## config.mk

```make
export PLATFORM = sky130hd
export DESIGN_NAME = thermal_alarm_display_throttle_core
export DESIGN_NICKNAME = d
export VERILOG_FILES = /design/src/hdl/tadt_pkg.sv /design/src/hdl/tadt_eval.sv /design/src/hdl/thermal_alarm_display_throttle_core.sv
export SDC_FILE = /design/constraint.sdc
export NUM_CORES = 1
export LEC_CHECK = 0
export ABC_AREA = 1
export BUFFER_PORTS_ARGS = -buffer_cell sky130_fd_sc_hd__buf_2
export CAP_MARGIN = 20
export CORE_ASPECT_RATIO = 0.5
export CORE_MARGIN = 10
export CORE_UTILIZATION = 40
export DETAILED_ROUTE_END_ITERATION = 16
export GPL_TIMING_DRIVEN = 0
export PLACE_DENSITY = 0.58
export SLEW_MARGIN = 10
export SYNTH_ARGS = -nofsm -noshare
export SYNTH_HDL_FRONTEND = slang
export SYNTH_HIERARCHICAL = 1
export SYNTH_SLANG_ARGS = --single-unit
```

## constraint.sdc

```tcl
create_clock -name clock -period 11 [get_ports clock]
set_clock_uncertainty 0.1 [all_clocks]
set_input_delay 1.1 -clock clock [delete_from_list [all_inputs] [get_ports clock]]
set_output_delay 1.1 -clock clock [all_outputs]
set_load 0.01 [all_outputs]
```

## src/hdl/tadt_pkg.sv

```systemverilog
// ----------------------------------------------------------------------------
// Thermal alarm and display throttle package
// Shared widths, register indexes, reset values and the item and state
// records that pass between the core and its evaluation logic.
// ----------------------------------------------------------------------------
package tadt_pkg;

   localparam int TimeWidth     = 32;
   localparam int TempWidth     = 10;
   localparam int FanWidth      = 11;
   localparam int CfgWidth      = 10;
   localparam int CsrIndexWidth = 3;

   // Temperature at or below which a stopped fan is sampled less often.
   localparam logic [TempWidth-1:0] QUIET_TEMP = 10'd46;
   // Temperature steps larger than this are shown at once, without waiting for a refresh.
   localparam logic [TempWidth-1:0] TEMP_HYSTERESIS = 10'd2;

   typedef enum logic [CsrIndexWidth-1:0] {
      REG_FAN_CHECK_PERIOD   = 3'd0,
      REG_WARN_THRESHOLD     = 3'd1,
      REG_WARN_REPEAT_PERIOD = 3'd2,
      REG_REFRESH_PERIOD     = 3'd3,
      REG_BEEP_ENABLE        = 3'd4
   } csr_index_type;

   typedef struct packed {
      logic [CfgWidth-1:0] fan_check_period;
      logic [CfgWidth-1:0] warn_threshold;
      logic [CfgWidth-1:0] warn_repeat_period;
      logic [CfgWidth-1:0] refresh_period;
      logic                beep_enable;
   } cfg_type;

   typedef struct packed {
      logic        [TempWidth-1:0] shown_temp;
      logic signed [FanWidth-1:0]  shown_fan;
      logic        [TimeWidth-1:0] alarm_time;
      logic        [TimeWidth-1:0] fan_time;
      logic        [TimeWidth-1:0] refresh_time;
   } state_type;

   typedef struct packed {
      logic        [TimeWidth-1:0] now_seconds;
      logic        [TempWidth-1:0] temperature;
      logic signed [FanWidth-1:0]  fan_sample;
      logic                        force_req;
   } tick_type;

   typedef struct packed {
      logic                        fan_taken;
      logic                        alarm;
      logic                        beep;
      logic                        refresh;
      logic                        show_label;
      logic                        show_fan;
      logic        [TempWidth-1:0] shown_temperature;
      logic signed [FanWidth-1:0]  shown_fan;
   } result_type;

   localparam cfg_type CFG_RESET = '{
      fan_check_period:   10'd9,
      warn_threshold:     10'd90,
      warn_repeat_period: 10'd15,
      refresh_period:     10'd6,
      beep_enable:        1'b0
   };

   localparam state_type STATE_RESET = '{
      shown_temp:   '0,
      shown_fan:    '1,
      alarm_time:   '0,
      fan_time:     '0,
      refresh_time: '0
   };

endpackage

```

## src/hdl/tadt_eval.sv

```systemverilog
// ----------------------------------------------------------------------------
// Thermal alarm and display throttle evaluation
// Decides fan sampling, alarm and display refresh for one tick and forms
// the next state and the result item.
// ----------------------------------------------------------------------------
module tadt_eval (
   input  tadt_pkg::cfg_type    cfg,
   input  tadt_pkg::state_type  state,
   input  tadt_pkg::tick_type   tick,
   output tadt_pkg::state_type  state_next,
   output tadt_pkg::result_type result
);

   localparam int SumWidth  = tadt_pkg::TimeWidth + 1;
   localparam int SpanWidth = tadt_pkg::CfgWidth + 2;

   logic                                slow_check;
   logic        [SpanWidth-1:0]         fan_span;
   logic        [SumWidth-1:0]          now_ext;
   logic                                fan_due;
   logic                                taken;
   logic                                alarm;
   logic                                hot_now;
   logic signed [tadt_pkg::FanWidth-1:0]  fan;
   logic        [tadt_pkg::TempWidth-1:0] diff;
   logic                                temp_changed;
   logic                                fan_changed;
   logic                                refresh_due;
   logic                                refresh;

   assign now_ext = {1'b0, tick.now_seconds};

   // A stopped fan at a cool temperature is checked three times less often.
   assign slow_check = (state.shown_fan == '0) && (tick.temperature <= tadt_pkg::QUIET_TEMP);
   assign fan_span   = slow_check ?
                       ({1'b0, cfg.fan_check_period, 1'b0} + {2'b00, cfg.fan_check_period}) :
                       {2'b00, cfg.fan_check_period};
   assign fan_due    = now_ext > ({1'b0, state.fan_time} + SumWidth'(fan_span));

   assign temp_changed = tick.temperature != state.shown_temp;
   assign taken        = tick.force_req || temp_changed || fan_due;
   assign fan          = taken ? tick.fan_sample : state.shown_fan;

   assign hot_now = tick.temperature >= cfg.warn_threshold;
   assign alarm   = hot_now &&
                    (now_ext >= ({1'b0, state.alarm_time} + SumWidth'(cfg.warn_repeat_period)));

   assign diff = (tick.temperature > state.shown_temp) ? tick.temperature - state.shown_temp :
                                                         state.shown_temp - tick.temperature;
   assign fan_changed = fan != state.shown_fan;
   assign refresh_due = now_ext >= ({1'b0, state.refresh_time} +
                                    SumWidth'(cfg.refresh_period));
   assign refresh = (temp_changed || fan_changed) &&
                    (tick.force_req || (diff > tadt_pkg::TEMP_HYSTERESIS) || hot_now ||
                     (state.shown_temp >= cfg.warn_threshold) || fan_changed || refresh_due);

   always_comb begin
      state_next = state;
      if (taken) begin
         state_next.fan_time = tick.now_seconds;
      end
      if (alarm) begin
         state_next.alarm_time = tick.now_seconds;
      end
      if (refresh) begin
         state_next.shown_temp   = tick.temperature;
         state_next.shown_fan    = fan;
         state_next.refresh_time = tick.now_seconds;
      end
   end

   always_comb begin
      result.fan_taken         = taken;
      result.alarm             = alarm;
      result.beep              = alarm && cfg.beep_enable;
      result.refresh           = refresh;
      result.show_label        = state_next.shown_temp != '0;
      result.show_fan          = (state_next.shown_temp != '0) && (state_next.shown_fan > 0);
      result.shown_temperature = state_next.shown_temp;
      result.shown_fan         = state_next.shown_fan;
   end

endmodule

```

## src/hdl/thermal_alarm_display_throttle_core.sv

```systemverilog
// ----------------------------------------------------------------------------
// Thermal alarm and display throttle core
// Per-tick fan sampling, over-temperature alarm and display refresh control.
// ----------------------------------------------------------------------------
// Usage:
// Each item on the req_ channel is one tick: time in seconds, temperature,
// fan sample and a force flag. For every accepted item the block returns
// exactly one result item on the rsp_ channel, in order: whether the fan
// sample was taken, alarm and beep flags, whether the display refreshed,
// and the values now on the display.
// The block runs at one item per cycle while rsp_tready is held high. An item
// sits in the input register while the evaluation logic compares it against
// the stored last-shown values and times; the result register is loaded from
// it whenever the result register is empty or being drained. The state feeds
// back as each result is loaded, so the next item sees it; this sets the rate.
// If the receiver holds rsp_tready low, the result register holds its item
// and the input register can still take one more; req_tready drops only
// when both are full. Nothing is lost or repeated under stalls.
// Registers are written over the csr_ channel (always ready); the user must
// write them only while the block is idle; the block does not enforce it.
// Indexes beyond the register list are ignored. Reset clears both pipeline
// registers, loads the reset values and shows temperature 0, fan speed -1.
// ----------------------------------------------------------------------------
module thermal_alarm_display_throttle_core (
   input  logic        clock,
   input  logic        reset,

   input  logic        req_tvalid,
   output logic        req_tready,
   // [31:0] now_seconds, [41:32] temperature, [52:42] fan_sample, [55:53] zero
   input  logic [55:0] req_tdata,
   // [0] force_req
   input  logic [0:0]  req_tuser,

   output logic        rsp_tvalid,
   input  logic        rsp_tready,
   // [0] fan_taken, [1] alarm, [2] beep, [3] refresh, [4] show_label,
   // [5] show_fan, [15:6] shown_temperature, [26:16] shown_fan, [31:27] zero
   output logic [31:0] rsp_tdata,

   input  logic                                 csr_valid,
   output logic                                 csr_ready,
   input  logic [tadt_pkg::CsrIndexWidth-1:0]   csr_index,
   input  logic [tadt_pkg::CfgWidth-1:0]        csr_data
);

   tadt_pkg::tick_type   tick_ff,      tick_in;
   logic                 in_valid_ff,  in_valid_in;
   tadt_pkg::result_type result_ff,    result_in;
   logic                 out_valid_ff, out_valid_in;
   tadt_pkg::state_type  state_ff,     state_in;
   tadt_pkg::cfg_type    cfg_ff,       cfg_in;

   tadt_pkg::state_type  state_next;
   tadt_pkg::result_type result_next;

   logic req_accept;
   logic advance;

   // The held item moves on whenever the result register is empty or being
   // drained in this cycle.
   assign advance    = in_valid_ff && (!out_valid_ff || rsp_tready);
   assign req_tready = !in_valid_ff || advance;
   assign req_accept = req_tvalid && req_tready;
   assign csr_ready  = 1'b1;

   tadt_eval u_eval (
      .cfg        (cfg_ff),
      .state      (state_ff),
      .tick       (tick_ff),
      .state_next (state_next),
      .result     (result_next)
   );

   always_comb begin
      tick_in = tick_ff;
      if (req_accept) begin
         tick_in.now_seconds = req_tdata[31:0];
         tick_in.temperature = req_tdata[41:32];
         tick_in.fan_sample  = req_tdata[52:42];
         tick_in.force_req   = req_tuser[0];
      end
      in_valid_in = req_accept ? 1'b1 : (advance ? 1'b0 : in_valid_ff);
   end

   always_comb begin
      result_in    = advance ? result_next : result_ff;
      state_in     = advance ? state_next : state_ff;
      out_valid_in = advance ? 1'b1 : (rsp_tready ? 1'b0 : out_valid_ff);
   end

   // Register writes; the data is cut to the width of each register.
   always_comb begin
      cfg_in = cfg_ff;
      if (csr_valid) begin
         case (csr_index)
            tadt_pkg::REG_FAN_CHECK_PERIOD:   cfg_in.fan_check_period   = csr_data;
            tadt_pkg::REG_WARN_THRESHOLD:     cfg_in.warn_threshold     = csr_data;
            tadt_pkg::REG_WARN_REPEAT_PERIOD: cfg_in.warn_repeat_period = csr_data;
            tadt_pkg::REG_REFRESH_PERIOD:     cfg_in.refresh_period     = csr_data;
            tadt_pkg::REG_BEEP_ENABLE:        cfg_in.beep_enable        = csr_data[0];
            default: begin
            end
         endcase
      end
   end

   always_ff @(posedge clock) begin
      tick_ff   <= tick_in;
      result_ff <= result_in;
   end

   always_ff @(posedge clock) begin
      if (reset) begin
         in_valid_ff  <= 1'b0;
         out_valid_ff <= 1'b0;
         state_ff     <= tadt_pkg::STATE_RESET;
         cfg_ff       <= tadt_pkg::CFG_RESET;
      end else begin
         in_valid_ff  <= in_valid_in;
         out_valid_ff <= out_valid_in;
         state_ff     <= state_in;
         cfg_ff       <= cfg_in;
      end
   end

   assign rsp_tvalid = out_valid_ff;
   assign rsp_tdata  = {5'b00000,
                        result_ff.shown_fan,
                        result_ff.shown_temperature,
                        result_ff.show_fan,
                        result_ff.show_label,
                        result_ff.refresh,
                        result_ff.beep,
                        result_ff.alarm,
                        result_ff.fan_taken};

endmodule
```

==> flow_summary.json <==
{
  "outcome": "finished, final reports clean",
  "final_layout_size_suffix_gt1_frac": 0.115,
  "fin_area_um2": 20000,
  "dr.first_iter.drc_count": 1313,
  "worst_pin_slew_ps": 863,
  "critical_path_peak_fanout": 10,
  "path_clk_slew_ps": 70,
  "ys_seq_area_frac": 0.316,
  "dieArea_um2": 53900,
  "grt-ovfl-total": 0,
  "drc": 0,
  "critPathMaxStageDelay_ps": 510,
  "synth-seq-cells": 241,
  "p_per_area_nw_per_um2": 127,
  "grt_start_max_net_pins": 55,
  "cts_hold_buf": 0,
  "dp_cells": 3115,
  "clock_latency_ps": 570,
  "synth_cell_types": 58,
  "detail_route.wl_per_cell_um": 17.4,
  "cts_max_path_buffers": 3,
  "synth_warnings": 6,
  "cp.arrival_ps": 8240,
  "p_leak_nw": 9.23,
  "fin_nets": 2814,
  "dp_slack_ps": 3330,
  "hold_path_class": "reg -> reg",
  "crit_top_cell": "nand2_1",
  "cts_setup_buffers": 0,
  "cts_tree": "done",
  "avgSynthCellArea_um2": 7.36,
  "cp-end-kind": "register",
  "viasPerCell": 5.13,
  "multiInputGateArea_um2": 10800,
  "fin_ws_ps": 3160,
  "die_w_um": 319,
  "stdcell_count": 3163,
  "power.total_w": 0.00254,
  "track_usage": 0.197,
  "fillers": 4569,
  "setup_viol": 0,
  "vdd_drop_max_uv": 113,
  "io_buffer_count": 100,
  "wl_um": 55100,
  "grt_pass1_vias": 15100,
  "synthArstFlopShare": 0,
  "synth_edf_count": 81,
  "cts_sinks": 241,
  "antenna_found_initial": 0,
  "ys.flop_type": "dfxtp_1",
  "relSlewSlack": 0.422,
  "post-dp-hpwl_um": 42400,
  "finalMaxSlewViolations": 0,
  "syn-cell-area_um2": 17800,
  "ios": 110,
  "ctsResizeCount": 0,
  "cts_max_level": 1,
  "rsz0062_at_grt": "false",
  "seqCellArea_um2": 5640,
  "die_y_um": 169,
  "cts-buffers-inserted": 26,
  "dpl_cell_area_um2": 19100,
  "area_delta_synth_final_pct": 12.1,
  "hold_viol_final": 0,
  "crit_type": "reg -> reg",
  "timing.fmax_mhz": 128,
  "root_buffer": "clkbuf_16",
  "core-area_um2": 43800,
  "slowest_stage": "edfxtp_1",
  "layout_commonest_cell": "nand2_1",
  "syn_inst": 2423,
  "globalplace.congestion": 0.925,
  "cap_viol_max_count": 0,
  "final_cell_mix": "nand2_1, nor2_1, inv_1",
  "rows": 54,
  "postRouteAntennaNets": 0,
  "grt_pass1_wl_um": 85800,
  "route.vias.total": 16200,
  "timing.setup.tns_ps": 0,
  "period_needed_ps": 7840,
  "dr.pass1.iters": 5,
  "crit_required_ps": 11400,
  "finalCritPeriodShare": 0.713,
  "crit_path_start_kind": "register",
  "initial_utilization": 0.407
}
worst paths after layout:
check                  endpoint  slack (ps)  depth (start not counted)         from
setup / recovery  state_ff[107]        3160                         43  tick_ff[13]
hold / removal       cfg_ff[24]         370                          2   cfg_ff[24]
setup reg to reg  state_ff[107]        3160                         43  tick_ff[13]
hold reg to reg      cfg_ff[24]         370                          2   cfg_ff[24]
synthesized netlist by cell type, types with 4 or more instances:
| master | count | area share |
|---|---|---|
| a31oi_1 | 5 | 0.0018 |
| clkbuf_1 | 27 | 0.0057 |
| nand2_1 | 561 | 0.12 |
| fa_1 | 6 | 0.0067 |
| ha_1 | 178 | 0.12 |
| a21oi_1 | 98 | 0.028 |
| mux2_4 | 9 | 0.0076 |
| o21bai_1 | 4 | 0.0017 |
| o21ai_0 | 84 | 0.024 |
| nor2_2 | 7 | 0.0025 |
| xnor2_1 | 24 | 0.012 |
| buf_4 | 32 | 0.013 |
| nand4_1 | 43 | 0.015 |
| edfxtp_1 | 81 | 0.14 |
| nor3_1 | 22 | 0.0062 |
| inv_1 | 191 | 0.040 |
| inv_2 | 5 | 0.0011 |
| nand2_2 | 15 | 0.0053 |
| buf_6 | 8 | 0.0051 |
| nor2_1 | 372 | 0.078 |
| nand3_1 | 157 | 0.044 |
| a21o_1 | 10 | 0.0042 |
| nor4_1 | 13 | 0.0046 |
| mux2_2 | 23 | 0.015 |
| buf_1 | 12 | 0.0025 |
| dfxtp_1 | 160 | 0.18 |
| xor2_1 | 64 | 0.031 |
| nand3b_1 | 112 | 0.047 |
| o21ai_1 | 8 | 0.0022 |
| buf_2 | 38 | 0.011 |
| a211oi_1 | 6 | 0.0025 |
state kept, by name, summed over array words and instances (netlist names):
| name | count |
|---|---|
| cfg_ff | 41 |
| in_valid_ff | 1 |
| rsp_tdata | 27 |
| rsp_tvalid | 1 |
| state_ff | 117 |
| tick_ff | 54 |
power breakdown:
| part | internal [W] | switching (W) |
|---|---|---|
| registers | 0.000977 | 0.0000763 |
| logic | 0.000214 | 0.000324 |
| clock network | 0.000553 | 0.000399 |
| total | 0.00174 | 0.000799 |
critical path: cells and delay by family (launching register included):
kind | cells | cell delay (ps)
DFF | 1 | 510
and+or+nand+nor | 29 | 3850
buffers and inverters | 5 | 990
xor gates and xnor gates | 1 | 160
AOI/OAI and AO/OA | 6 | 1510
adders and majority gates | 2 | 640
through the flow:
stage	utilization	hold WS, ps
after floorplan	-	335
after global placement	0.436	359
after detailed placement	0.436	359
after CTS	0.457	376
after global routing	0.457	402
final	0.457	374
logic make-up (layout without fill, tap and decap cells):
kind of cell | after synthesis | in the layout | share of synthesized area
DFF | 241 | 241 | 0.316
AOI/OAI and AO/OA | 237 | 237 | 0.0732
xor gates and xnor gates | 88 | 88 | 0.0432
buffers and inverters | 317 | 464 | 0.0797
and+or+nand+nor | 1322 | 1322 | 0.334
other | 2 | 7 | 0.000421
muxes | 32 | 32 | 0.0221
adders and majority gates | 184 | 184 | 0.132
routing by layer:
| layer | routed length (µm) | vias up | global-route usage |
|---|---|---|---|
| met4 | 1260 | 0 | 0.0460 |
| met1 | 27300 | 7473 | 0.282 |
| met3 | 3030 | 71 | 0.0251 |
| met5 | 0 | - | 0 |
| li1 | - | 8260 | - |
| met2 | 23500 | 434 | 0.311 |
area by class of cell:
type / instances / area share
sequential: 241 / 0.282
multi-input combinational: 1869 / 0.540
tap: 588 / 0.0368
clock buffer: 33 / 0.0375
buffer: 117 / 0.0334
clock inverter: 14 / 0.00795
inverter: 200 / 0.0378
timing repair buffer: 100 / 0.0250
antenna: 1 / 0.000125
Note: power is estimated with default switching activity, not from simulation.
